==> src/mmvp_pkg.sv <==
// Shared types and constants for the mono MIDI voice pitch controller.
// No dependencies.
`default_nettype none

package mmvp_pkg;

  localparam int NOTE_COUNT_DEF = 128;

  typedef enum logic [1:0] {
    OP_MIDI  = 2'd0,
    OP_TICK  = 2'd1,
    OP_TABLE = 2'd2,
    OP_NOP   = 2'd3
  } op_t;

  typedef enum logic [2:0] {
    RS_NONE,
    RS_ON,
    RS_OFF,
    RS_CC,
    RS_PB
  } rs_t;

  typedef enum logic [2:0] {
    K_NOP,
    K_TABLE,
    K_TICK,
    K_STATUS,
    K_DATA
  } kind_t;

  typedef enum logic [2:0] {
    REG_LISTEN    = 3'd0,
    REG_FINE_CC   = 3'd1,
    REG_EN_CC     = 3'd2,
    REG_DIR_CC    = 3'd3,
    REG_AMT_CC    = 3'd4,
    REG_LOOP_CC   = 3'd5,
    REG_MIN_PER   = 3'd6,
    REG_MAX_PER   = 3'd7
  } reg_t;

  localparam logic [3:0] HI_NOTE_OFF = 4'h8;
  localparam logic [3:0] HI_NOTE_ON  = 4'h9;
  localparam logic [3:0] HI_CC       = 4'hB;
  localparam logic [3:0] HI_BEND     = 4'hE;
  localparam logic [3:0] HI_SYSTEM   = 4'hF;

  // x / 192 = ((x >> 6) * FINE_RECIP3) >> 17, exact for x below 2^23
  localparam logic [15:0] FINE_RECIP3 = 16'd43691;
  localparam logic [6:0]  BEND_MID    = 7'd63;
  localparam logic [6:0]  BEND_SPAN   = 7'd64;
  localparam logic [6:0]  CC_THRESH   = 7'd64;

  localparam logic [3:0]  RST_LISTEN  = 4'd0;
  localparam logic [6:0]  RST_FINE_CC = 7'd1;
  localparam logic [6:0]  RST_EN_CC   = 7'd2;
  localparam logic [6:0]  RST_DIR_CC  = 7'd3;
  localparam logic [6:0]  RST_AMT_CC  = 7'd4;
  localparam logic [6:0]  RST_LOOP_CC = 7'd5;
  localparam logic [15:0] RST_MIN_PER = 16'd100;
  localparam logic [15:0] RST_MAX_PER = 16'd65000;
  localparam logic [15:0] RST_PERIOD  = 16'd500;

  typedef struct packed {
    logic [1:0]  op;
    logic [7:0]  midi_byte;
    logic [6:0]  table_index;
    logic [15:0] table_value;
  } item_t;

  typedef struct packed {
    logic [15:0] period_out;
    logic        period_updated;
    logic        gate;
    logic        phase_restart;
  } result_t;

  typedef struct packed {
    kind_t       kind;
    rs_t         rs;
    logic [7:0]  midi_byte;
    logic [6:0]  table_index;
    logic [15:0] table_value;
  } entry_t;

  typedef struct packed {
    logic [3:0]  listen_channel;
    logic [6:0]  fine_ctrl;
    logic [6:0]  sweep_enable_cc;
    logic [6:0]  dir_ctrl;
    logic [6:0]  step_ctrl;
    logic [6:0]  sweep_loop_cc;
    logic [15:0] min_period;
    logic [15:0] max_period;
  } cfg_t;

endpackage

`default_nettype wire

==> src/mmvp_ram.sv <==
// Generic single-write, single-read RAM with registered read data.
// No dependencies.
`default_nettype none

module mmvp_ram #(
  parameter int WIDTH = 16,
  parameter int DEPTH = 128
) (
  input  logic                     clk,
  input  logic                     we,
  input  logic [$clog2(DEPTH)-1:0] waddr,
  input  logic [WIDTH-1:0]         wdata,
  input  logic [$clog2(DEPTH)-1:0] raddr,
  output logic [WIDTH-1:0]         rdata
);

  logic [WIDTH-1:0] mem [DEPTH];

  always_ff @(posedge clk) begin
    if (we) begin
      mem[waddr] <= wdata;
    end
    rdata <= mem[raddr];
  end

endmodule

`default_nettype wire

==> src/mmvp_fifo.sv <==
// Two-entry queue between the classifier and the execution sequencer.
// Depends on mmvp_pkg.
`default_nettype none

module mmvp_fifo (
  input  logic             clk,
  input  logic             rst,
  input  logic             push,
  input  mmvp_pkg::entry_t wdata,
  output logic             full,
  input  logic             pop,
  output mmvp_pkg::entry_t rdata,
  output logic             empty
);
  import mmvp_pkg::*;

  entry_t     mem [2];
  logic       wptr;
  logic       rptr;
  logic [1:0] count;

  assign full  = (count == 2'd2);
  assign empty = (count == 2'd0);
  assign rdata = mem[rptr];

  always_ff @(posedge clk) begin
    if (push) begin
      mem[wptr] <= wdata;
    end
    if (rst) begin
      wptr  <= 1'b0;
      rptr  <= 1'b0;
      count <= 2'd0;
    end else begin
      if (push) begin
        wptr <= ~wptr;
      end
      if (pop) begin
        rptr <= ~rptr;
      end
      count <= count + 2'(push) - 2'(pop);
    end
  end

  a_no_pop_empty: assert property (@(posedge clk) disable iff (rst) !(pop && empty))
    else $error("pop from empty queue");
  a_no_push_full: assert property (@(posedge clk) disable iff (rst) !(push && full))
    else $error("push into full queue");

endmodule

`default_nettype wire

==> src/mmvp_front.sv <==
// Input classifier: sorts each transaction into table write, tick, status, data or no-op.
// Depends on mmvp_pkg.
`default_nettype none

module mmvp_front (
  input  logic             item_valid,
  output logic             item_stall,
  input  mmvp_pkg::item_t  item,
  input  logic [3:0]       listen_channel,
  input  logic             full,
  output logic             push,
  output mmvp_pkg::entry_t entry
);
  import mmvp_pkg::*;

  assign item_stall = full;
  assign push       = item_valid && !full;

  always_comb begin
    entry.kind        = K_NOP;
    entry.rs          = RS_NONE;
    entry.midi_byte   = item.midi_byte;
    entry.table_index = item.table_index;
    entry.table_value = item.table_value;
    unique case (item.op)
      OP_TABLE: entry.kind = K_TABLE;
      OP_TICK:  entry.kind = K_TICK;
      OP_MIDI: begin
        if (!item.midi_byte[7]) begin
          entry.kind = K_DATA;
        end else if (item.midi_byte[7:4] != HI_SYSTEM) begin
          entry.kind = K_STATUS;
          if (item.midi_byte[3:0] == listen_channel) begin
            unique case (item.midi_byte[7:4])
              HI_NOTE_ON:  entry.rs = RS_ON;
              HI_NOTE_OFF: entry.rs = RS_OFF;
              HI_CC:       entry.rs = RS_CC;
              HI_BEND:     entry.rs = RS_PB;
              default:     entry.rs = RS_NONE;
            endcase
          end
        end
      end
      default: entry.kind = K_NOP;
    endcase
  end

endmodule

`default_nettype wire

==> src/mmvp_back.sv <==
// Execution sequencer: voice state, period table, multiply and restoring divider.
// Depends on mmvp_pkg and mmvp_ram.
`default_nettype none

module mmvp_back #(
  parameter int NOTE_COUNT = mmvp_pkg::NOTE_COUNT_DEF
) (
  input  logic              clk,
  input  logic              rst,
  input  mmvp_pkg::entry_t  entry,
  input  logic              empty,
  output logic              pop,
  input  mmvp_pkg::cfg_t    cfg,
  output logic              result_valid,
  input  logic              result_stall,
  output mmvp_pkg::result_t result
);
  import mmvp_pkg::*;

  localparam int AW = $clog2(NOTE_COUNT);
  localparam logic signed [8:0] LAST = 9'(NOTE_COUNT - 1);
  localparam logic [7:0] COUNT8 = 8'(NOTE_COUNT);

  typedef enum logic [3:0] {
    S_IDLE, S_RA, S_RB, S_RC, S_MUL, S_SCL, S_DIV, S_FIN, S_DONE
  } state_t;
  typedef enum logic [2:0] {M_NOTE, M_FINE, M_BUP, M_BDN, M_TICK} mode_t;

  state_t             state;
  mode_t              mode;
  rs_t                rs;
  logic               note_cnt;
  logic               cc_cnt;
  logic               bend_cnt;
  logic [6:0]         pending_note;
  logic [6:0]         playing_note;
  logic [6:0]         pending_ctrl;
  logic [15:0]        base_period;
  logic signed [16:0] fine_offset;
  logic               gate;
  logic               sweep_on;
  logic               sweep_rise;
  logic [6:0]         sweep_step;
  logic               sweep_loop;
  logic               tick_div;
  logic [15:0]        compare;
  logic               upd;
  logic               restart;
  logic [AW-1:0]      a_addr;
  logic [AW-1:0]      b_addr;
  logic [15:0]        ta;
  logic [15:0]        tb;
  logic [6:0]         k;
  logic [9:0]         dvs;
  logic [22:0]        dq;
  logic [9:0]         rem;
  logic [4:0]         cnt;

  logic               ram_we;
  logic [AW-1:0]      raddr;
  logic [15:0]        rdata;
  logic signed [8:0]  p9;
  logic [AW-1:0]      pc;
  logic [9:0]         tdiv;
  logic [6:0]         b;
  logic signed [16:0] diff;
  logic               neg;
  logic [15:0]        mag;
  logic [10:0]        trial;
  logic               ge;
  logic [32:0]        fine_prod;
  logic signed [17:0] sq;
  logic signed [16:0] fine_use;
  logic [23:0]        base_sum;
  logic [23:0]        up_lim;
  logic [15:0]        base_new;
  logic signed [19:0] v_base;
  logic signed [19:0] v;
  logic [15:0]        v_sat;

  function automatic logic [AW-1:0] clamp_idx(input logic signed [8:0] n);
    logic [AW-1:0] r;
    if (n < 0) begin
      r = '0;
    end else if (n > LAST) begin
      r = LAST[AW-1:0];
    end else begin
      r = n[AW-1:0];
    end
    return r;
  endfunction

  assign pop    = (state == S_IDLE) && !empty;
  assign ram_we = pop && (entry.kind == K_TABLE) && ({1'b0, entry.table_index} < COUNT8);
  assign raddr  = (state == S_RA) ? a_addr : b_addr;
  assign p9     = $signed({2'b00, playing_note});
  assign pc     = clamp_idx(p9);
  assign tdiv   = (pc == '0) ? 10'd8 : {7'(pc), 3'b000};
  assign b      = entry.midi_byte[6:0];

  mmvp_ram #(.WIDTH(16), .DEPTH(NOTE_COUNT)) u_table (
    .clk   (clk),
    .we    (ram_we),
    .waddr (entry.table_index[AW-1:0]),
    .wdata (entry.table_value),
    .raddr (raddr),
    .rdata (rdata)
  );

  always_comb begin
    case (mode)
      M_FINE:  diff = $signed({1'b0, tb}) - $signed({1'b0, ta});
      M_BUP:   diff = $signed({1'b0, ta}) - $signed({1'b0, tb});
      M_BDN:   diff = $signed({1'b0, tb}) - $signed({1'b0, ta});
      default: diff = $signed({1'b0, ta});
    endcase
    neg   = diff[16];
    mag   = neg ? 16'(-diff) : diff[15:0];
    trial = {rem, dq[22]};
    ge    = trial >= {1'b0, dvs};
    fine_prod = {16'b0, dq[22:6]} * {17'b0, FINE_RECIP3};
    sq    = neg ? -$signed({1'b0, dq[16:0]}) : $signed({1'b0, dq[16:0]});
    fine_use = (mode == M_FINE) ? sq[16:0] : fine_offset;

    base_sum = {8'b0, base_period} + {1'b0, dq};
    up_lim   = {8'b0, cfg.min_period} + {1'b0, dq};
    base_new = base_period;
    if (!sweep_rise) begin
      if (base_period < cfg.max_period) begin
        base_new = (base_sum > 24'd65535) ? 16'hFFFF : base_sum[15:0];
      end else if (sweep_loop) begin
        base_new = ta;
      end
    end else begin
      if ({8'b0, base_period} > up_lim) begin
        base_new = base_period - dq[15:0];
      end else if (sweep_loop) begin
        base_new = ta;
      end
    end

    case (mode)
      M_BUP:   v_base = $signed({4'b0, ta}) - {{2{sq[17]}}, sq};
      M_BDN:   v_base = $signed({4'b0, ta}) + {{2{sq[17]}}, sq};
      M_TICK:  v_base = $signed({4'b0, base_new});
      default: v_base = $signed({4'b0, ta});
    endcase
    v = v_base + {{3{fine_use[16]}}, fine_use};
    if (v[19]) begin
      v_sat = 16'd0;
    end else if (v[18:16] != 3'b000) begin
      v_sat = 16'hFFFF;
    end else begin
      v_sat = v[15:0];
    end
  end

  always_ff @(posedge clk) begin
    state_t state_next;
    if (rst) begin
      state        <= S_IDLE;
      mode         <= M_NOTE;
      rs           <= RS_NONE;
      note_cnt     <= 1'b0;
      cc_cnt       <= 1'b0;
      bend_cnt     <= 1'b0;
      pending_note <= '0;
      playing_note <= '0;
      pending_ctrl <= '0;
      base_period  <= '0;
      fine_offset  <= '0;
      gate         <= 1'b0;
      sweep_on     <= 1'b1;
      sweep_rise   <= 1'b1;
      sweep_step   <= '0;
      sweep_loop   <= 1'b1;
      tick_div     <= 1'b0;
      compare      <= RST_PERIOD;
      upd          <= 1'b0;
      restart      <= 1'b0;
      result_valid <= 1'b0;
    end else begin
      if (result_valid && !result_stall && (state != S_DONE)) begin
        result_valid <= 1'b0;
      end
      unique case (state)
        S_IDLE: begin
          if (!empty) begin
            upd        <= 1'b0;
            restart    <= 1'b0;
            state_next = S_DONE;
            unique case (entry.kind)
              K_TICK: begin
                if (sweep_on && (sweep_step != '0) && gate) begin
                  if (!tick_div) begin
                    tick_div <= 1'b1;
                  end else begin
                    tick_div   <= 1'b0;
                    mode       <= M_TICK;
                    a_addr     <= pc;
                    b_addr     <= pc;
                    k          <= sweep_step;
                    dvs        <= tdiv;
                    state_next = S_RA;
                  end
                end
              end
              K_STATUS: rs <= entry.rs;
              K_DATA: begin
                unique case (rs)
                  RS_ON: begin
                    if (note_cnt) begin
                      note_cnt <= 1'b0;
                      if (b != '0) begin
                        mode       <= M_NOTE;
                        a_addr     <= clamp_idx($signed({2'b00, pending_note}));
                        b_addr     <= clamp_idx($signed({2'b00, pending_note}));
                        state_next = S_RA;
                      end else if (pending_note == playing_note) begin
                        gate <= 1'b0;
                      end
                    end else begin
                      pending_note <= b;
                      note_cnt     <= 1'b1;
                    end
                  end
                  RS_OFF: begin
                    if (note_cnt) begin
                      note_cnt <= 1'b0;
                    end else begin
                      if (b == playing_note) begin
                        gate <= 1'b0;
                      end
                      note_cnt <= 1'b1;
                    end
                  end
                  RS_CC: begin
                    if (cc_cnt) begin
                      cc_cnt <= 1'b0;
                      if (pending_ctrl == cfg.fine_ctrl) begin
                        mode       <= M_FINE;
                        a_addr     <= pc;
                        b_addr     <= clamp_idx(p9 - 9'sd1);
                        k          <= b;
                        state_next = S_RA;
                      end else if (pending_ctrl == cfg.sweep_enable_cc) begin
                        sweep_on <= b > CC_THRESH;
                      end else if (pending_ctrl == cfg.dir_ctrl) begin
                        sweep_rise <= b > CC_THRESH;
                      end else if (pending_ctrl == cfg.step_ctrl) begin
                        sweep_step <= b;
                      end else if (pending_ctrl == cfg.sweep_loop_cc) begin
                        sweep_loop <= b > CC_THRESH;
                      end
                    end else begin
                      pending_ctrl <= b;
                      cc_cnt       <= 1'b1;
                    end
                  end
                  RS_PB: begin
                    if (bend_cnt) begin
                      bend_cnt <= 1'b0;
                      if (b > BEND_MID) begin
                        mode       <= M_BUP;
                        a_addr     <= pc;
                        b_addr     <= clamp_idx(p9 + 9'sd2);
                        k          <= b - BEND_MID;
                        state_next = S_RA;
                      end else if ((b < BEND_MID) && (playing_note > 7'd1)) begin
                        mode       <= M_BDN;
                        a_addr     <= pc;
                        b_addr     <= clamp_idx(p9 - 9'sd2);
                        k          <= BEND_SPAN - b;
                        state_next = S_RA;
                      end
                    end else begin
                      bend_cnt <= 1'b1;
                    end
                  end
                  default: ;
                endcase
              end
              default: ;
            endcase
            state <= state_next;
          end
        end
        S_RA: state <= S_RB;
        S_RB: begin
          ta    <= rdata;
          state <= S_RC;
        end
        S_RC: begin
          tb    <= rdata;
          state <= (mode == M_NOTE) ? S_FIN : S_MUL;
        end
        S_MUL: begin
          dq    <= {7'b0, mag} * {16'b0, k};
          rem   <= '0;
          cnt   <= '0;
          state <= (mode == M_TICK) ? S_DIV : S_SCL;
        end
        S_SCL: begin
          // fine pitch divides by 192, pitch bend by 64
          if (mode == M_FINE) begin
            dq <= {7'b0, fine_prod[32:17]};
          end else begin
            dq <= {6'b0, dq[22:6]};
          end
          state <= S_FIN;
        end
        S_DIV: begin
          dq  <= {dq[21:0], ge};
          rem <= ge ? 10'(trial - {1'b0, dvs}) : trial[9:0];
          cnt <= cnt + 5'd1;
          if (cnt == 5'd22) begin
            state <= S_FIN;
          end
        end
        S_FIN: begin
          compare <= v_sat;
          upd     <= 1'b1;
          case (mode)
            M_NOTE: begin
              base_period  <= ta;
              playing_note <= pending_note;
              gate         <= 1'b1;
              restart      <= 1'b1;
            end
            M_FINE: fine_offset <= sq[16:0];
            M_TICK: base_period <= base_new;
            default: ;
          endcase
          state <= S_DONE;
        end
        S_DONE: begin
          if (!result_valid || !result_stall) begin
            result_valid          <= 1'b1;
            result.period_out     <= compare;
            result.period_updated <= upd;
            result.gate           <= gate;
            result.phase_restart  <= restart;
            state                 <= S_IDLE;
          end
        end
        default: state <= S_IDLE;
      endcase
    end
  end

  a_div_nonzero: assert property (@(posedge clk) disable iff (rst)
    (state == S_DIV) |-> (dvs != '0))
    else $error("divide with zero divisor");
  a_restart_gate: assert property (@(posedge clk) disable iff (rst)
    (result_valid && result.phase_restart) |-> (result.gate && result.period_updated))
    else $error("phase restart without gate and period update");
  a_rise_done: assert property (@(posedge clk) disable iff (rst)
    $rose(result_valid) |-> ($past(state) == S_DONE))
    else $error("result raised outside completion");

endmodule

`default_nettype wire

==> src/midi_mono_voice_pitch_controller_core.sv <==
// Top level of the mono MIDI voice pitch controller: config registers and wiring.
// Depends on mmvp_pkg, mmvp_front, mmvp_fifo and mmvp_back.
`default_nettype none

// Monophonic MIDI voice: takes MIDI bytes, sweep ticks and period-table writes and
// returns one result per transaction. Load the table before playing notes. Inputs
// pass a classifier into a two-entry queue; a sequencer runs them one at a time.
// From accepting a transaction to raising result_valid, simple ones read no table;
// a note on makes two table RAM reads; fine pitch and pitch bend add a multiply and
// a constant scaling; a sweep step adds a multiply and a bit-serial divider. A stalled
// result holds the sequencer for the length of the stall. Write config only while idle.
module midi_mono_voice_pitch_controller_core #(
  parameter int NOTE_COUNT = mmvp_pkg::NOTE_COUNT_DEF
) (
  input  logic              clk,
  input  logic              rst,
  input  logic              item_valid,
  output logic              item_stall,
  input  mmvp_pkg::item_t   item,
  output logic              result_valid,
  input  logic              result_stall,
  output mmvp_pkg::result_t result,
  input  logic              cfg_we,
  input  logic [2:0]        cfg_index,
  input  logic [15:0]       cfg_data
);
  import mmvp_pkg::*;

  cfg_t   cfg;
  logic   full;
  logic   push;
  logic   pop;
  logic   empty;
  entry_t f_entry;
  entry_t q_entry;

  always_ff @(posedge clk) begin
    if (rst) begin
      cfg.listen_channel  <= RST_LISTEN;
      cfg.fine_ctrl       <= RST_FINE_CC;
      cfg.sweep_enable_cc <= RST_EN_CC;
      cfg.dir_ctrl        <= RST_DIR_CC;
      cfg.step_ctrl       <= RST_AMT_CC;
      cfg.sweep_loop_cc   <= RST_LOOP_CC;
      cfg.min_period      <= RST_MIN_PER;
      cfg.max_period      <= RST_MAX_PER;
    end else if (cfg_we) begin
      unique case (reg_t'(cfg_index))
        REG_LISTEN:  cfg.listen_channel  <= cfg_data[3:0];
        REG_FINE_CC: cfg.fine_ctrl       <= cfg_data[6:0];
        REG_EN_CC:   cfg.sweep_enable_cc <= cfg_data[6:0];
        REG_DIR_CC:  cfg.dir_ctrl        <= cfg_data[6:0];
        REG_AMT_CC:  cfg.step_ctrl       <= cfg_data[6:0];
        REG_LOOP_CC: cfg.sweep_loop_cc   <= cfg_data[6:0];
        REG_MIN_PER: cfg.min_period      <= cfg_data;
        REG_MAX_PER: cfg.max_period      <= cfg_data;
        default: ;
      endcase
    end
  end

  mmvp_front u_front (
    .item_valid     (item_valid),
    .item_stall     (item_stall),
    .item           (item),
    .listen_channel (cfg.listen_channel),
    .full           (full),
    .push           (push),
    .entry          (f_entry)
  );

  mmvp_fifo u_fifo (
    .clk   (clk),
    .rst   (rst),
    .push  (push),
    .wdata (f_entry),
    .full  (full),
    .pop   (pop),
    .rdata (q_entry),
    .empty (empty)
  );

  mmvp_back #(.NOTE_COUNT(NOTE_COUNT)) u_back (
    .clk          (clk),
    .rst          (rst),
    .entry        (q_entry),
    .empty        (empty),
    .pop          (pop),
    .cfg          (cfg),
    .result_valid (result_valid),
    .result_stall (result_stall),
    .result       (result)
  );

endmodule

`default_nettype wire

==> config.mk <==
export PLATFORM = sky130hd
export DESIGN_NAME = midi_mono_voice_pitch_controller_core
export DESIGN_NICKNAME = d
export VERILOG_FILES = /design/src/mmvp_pkg.sv /design/src/mmvp_ram.sv /design/src/mmvp_fifo.sv /design/src/mmvp_front.sv /design/src/mmvp_back.sv /design/src/midi_mono_voice_pitch_controller_core.sv
export SDC_FILE = /design/constraint.sdc
export NUM_CORES = 2
export LEC_CHECK = 0
export CAP_MARGIN = 15
export CORE_UTILIZATION = 35
export DETAILED_ROUTE_END_ITERATION = 10
export DONT_BUFFER_PORTS = 1
export SETUP_SLACK_MARGIN = 0.3
export SLEW_MARGIN = 5
export SYNTH_ARGS = -nofsm -noshare
export SYNTH_HDL_FRONTEND = slang
export SYNTH_SLANG_ARGS = --single-unit
export TNS_END_PERCENT = 10
==> constraint.sdc <==
create_clock -name clk -period 6.9 [get_ports clk]
set_clock_uncertainty 0.05 [all_clocks]
set_input_delay 1.035 -clock clk [delete_from_list [all_inputs] [get_ports clk]]
set_output_delay 1.035 -clock clk [all_outputs]
set_load 0.005 [all_outputs]
==> summary.md <==
| Metric | Value |
|---|---|
| Top-count cell post-synth | edfxtp_1 |
| CTS Buf Count | 237 |
| Overflow after GRT | 0 |
| Post-synth top cells | edfxtp_1 (2237), nand2_1 (666), mux4_2 (512) |
| Worst Tran Pin Value | 1.267 ns |
| DRC | 0 |
| Row count | 207 |
| Mean Syn Cell Area | 15.33 sq um |
| Worst Path Buf+Inv | 5 |
| Most common cell on crit path | fa_1 |
| Via count | 66610 |
| Register-to-register setup slack | -0.47 ns |
| Largest net degree at the start of global routing | 159 |
| CP endpoint kind | flop |
| Fin crit share | 106.8% |
| Final setup violation count | 26 |
| Hold depth | 0 |
| Top cell type's share of synthesized area | 59.95% |
| Status | complete, but fails checks |
| Worst skew pair latency | 0.91 ns |
| Post-layout min period | 7.367 ns |
| Clock slew at reported path FFs | 0.07 ns |
| Critical R2R Launch | u_back.ta[0] |
| Crit-path max FO | 3 |
| Largest delay contributor family on the critical path | adder cells |
| Hold crit path type | primary input to flop |
| R2R cell count | 30 |
| DIE AREA | 322400 sq um |
| Clock root buffer | clkbuf_16 |
| Htree depth | 4 |
| Total GRT Usage | 18.53% |
| Routed Antenna Nets | 0 |
| Max_slew headroom | 15.53% |
| Vias in the first global route | 67410 |
| DR iter-0 viols | 6470 |
| CTS tree | built |
| Clk buf depth | 4 |
| Hold endpoint | u_fifo.mem[1][20] |
| Vias per cell | 5.444 |
| Max VDD drop | 0.2690 mV |
| Max-cap viol count | 0 |
| Syn Nets | 7877 |
| Slowest stage delay, CP | 0.58 ns |
| Cell Area, Synth | 112000 sq um |
| Startpoint types | flop |
| Power, Total | 34.42 mW |
| Pleak | 44.77 nW |
| #FFs+latches synth | 2427 |
| Worst hold margin | 0.1793 ns |
| Post-Route WL | 304.7 mm |
| Fin nets | 8429 |
| Synth cell types | 118 |
| Initial core utilization | 35.20% |
| Sinks on Clock Net | 2427 |
| DP Worst Slack | -0.6309 ns |
| First-pass GRT wire length | 449.4 mm |
| Peak Freq | 0.1357 GHz |
| Fin. Hold Viols | 0 |
| Setup WS post-layout | -0.4675 ns |
| YS warnings | 0 |
| Post-synth ARST share | 0% |
| Count of input and output buffers | 0 |
| IO Count | 78 |
| Slew Limit Fails | 0 |
| Ys flop type | edfxtp_1 |
| Critical path's slowest cell | or4b_4 |
| Pwr Density | 265.3 nW/um^2 |
| Die Height | 567.8 um |
| EDFF count, synth | 2237 |
| WS Path Type | flop to flop |
| Core area | 318300 sq um |
| Antenna violations before repair | 8 |
| Critical Path RT | 7.44 ns |
| Core Util, Final | 40.76% |
| Yosys top cell by area | edfxtp_1 |
| Synth area leaders | edfxtp_1 (60%), mux4_2 (10%), ha_1 (3.8%) |
| Sequential element share of the synthesized area | 63.35% |
| RSZ-0062 raised after global routing | yes |
| Post-DP HPWL | 199.7 mm |
| Arrival @ worst endpoint | 7.91 ns |
| Area Growth Syn to Fin | 15.80% |
| Syn Inst Count | 7310 |
| Share of cells above drive strength 1 | 22.51% |
| Gpl congestion | 0.8978 |
| Critical register-to-register path endpoint | u_back.dq[21] |
| Drt pass-1 iters | 5 |
| Die width | 567.8 um |
| Worst hold path startpoint | item[20] |
| WL/cell | 24.91 um |
| Failing checks | negative setup slack |
## power by group
group / switching (mW) / internal [mW]
Clock: 5.58 / 7.47
Combinational: 2.85 / 0.884
Sequential: 0.105 / 17.5
## layer usage
| metal | wire length [um] | part of all wire (%) | global-route usage, % | vias to the layer above |
|---|---|---|---|---|
| met1 | 130900 | 43 | 25.63 | 34540 |
| met5 | 0 | 0 | 0 | - |
| met2 | 144600 | 47 | 30.25 | 2399 |
| met4 | 8978 | 2.9 | 5.346 | 0 |
| li1 | - | - | - | 29230 |
| met3 | 20230 | 6.6 | 2.741 | 445 |
## state kept, by name, indices dropped and copies added, names as in the netlist, 4 cells and up, named ones only
signal / flops
cfg: 71
u_back.a_addr: 7
u_back.b_addr: 7
u_back.base_period: 16
u_back.cnt: 5
u_back.compare: 16
u_back.dq: 23
u_back.dvs: 7
u_back.fine_offset: 17
u_back.k: 7
u_back.pending_ctrl: 7
u_back.pending_note: 7
u_back.playing_note: 7
u_back.rem: 10
u_back.result: 19
u_back.state: 4
u_back.sweep_step: 7
u_back.ta: 16
u_back.tb: 16
u_back.u_table.mem: 2048
u_back.u_table.rdata: 16
u_fifo.mem: 72
## kinds of logic after synthesis
kind of cell	count (synthesis)	synth area share (%)
AO/OA/AOI/OAI	1202	7.388
XOR/XNOR	233	1.878
adder cells (fa/ha/maj)	510	6.807
buffers and inverters	755	2.870
flip-flops	2427	63.35
multiplexers	611	11.21
AND/OR/NAND/NOR	1572	6.500
## worst max path at each step
stage / startpoint / to / slack (ns) / depth (start not counted)
after floorplan: u_back.ta[0] / u_back.dq[21] / -0.13 / 29
after global placement: u_back.tb[0] / u_back.dq[21] / -0.57 / 30
after detailed placement: u_back.tb[0] / u_back.dq[21] / -0.63 / 28
after CTS: u_back.tb[0] / u_back.dq[21] / -0.35 / 30
after global routing: u_back.ta[0] / u_back.dq[21] / -0.73 / 30
final: u_back.ta[0] / u_back.dq[21] / -0.47 / 30
## through the flow
step                      TNS [ns]  instances  instance area, sq um
after floorplan            -0.2073       7310                112100
after global placement      -12.00      11770                121200
after detailed placement    -13.31      11780                121200
after CTS                   -5.434      12220                129300
after global routing        -14.55      12230                129700
final                       -4.768      12240                129800
## layout make-up
cell class              instances  area (sq um)
inverters                     365          1370
well taps                    4180          5230
clock inverters               157          1540
clock buffers                 271          6175
multi-input cells            4128         38770
diodes                          4         10.01
flip-flops and latches       2427         70980
repair buffers                703          5674
fillers                     28750        188600
## worst register-to-register path, delay by kind of cell, from the launching register on
kind / cells / cell delay (ns)
simple gates: 10 / 2.28
xor+xnor: 1 / 0.07
compound gates: 7 / 1.21
buf+inv: 5 / 0.38
flops: 1 / 0.43
fa+ha+maj: 7 / 2.71
## repair_timing
item                                    4_1_cts  5_1_grt
gates resized for setup                      59       67
hold buffers                                  0        0
endpoints found under the setup margin       31       33
pin swaps                                    48       41
buffers inserted                             15       13
## cell usage in the layout (no fill, tap or decap), types with 231 or more instances in the layout
master and instances:
nand2_1 659, clkbuf_16 242, edfxtp_1 2237, ha_1 328, inv_1 361, buf_4 667
a21oi_1 291, mux4_2 512, a211oi_1 231, nor2_1 367
Power figures use the tool's default switching activity.
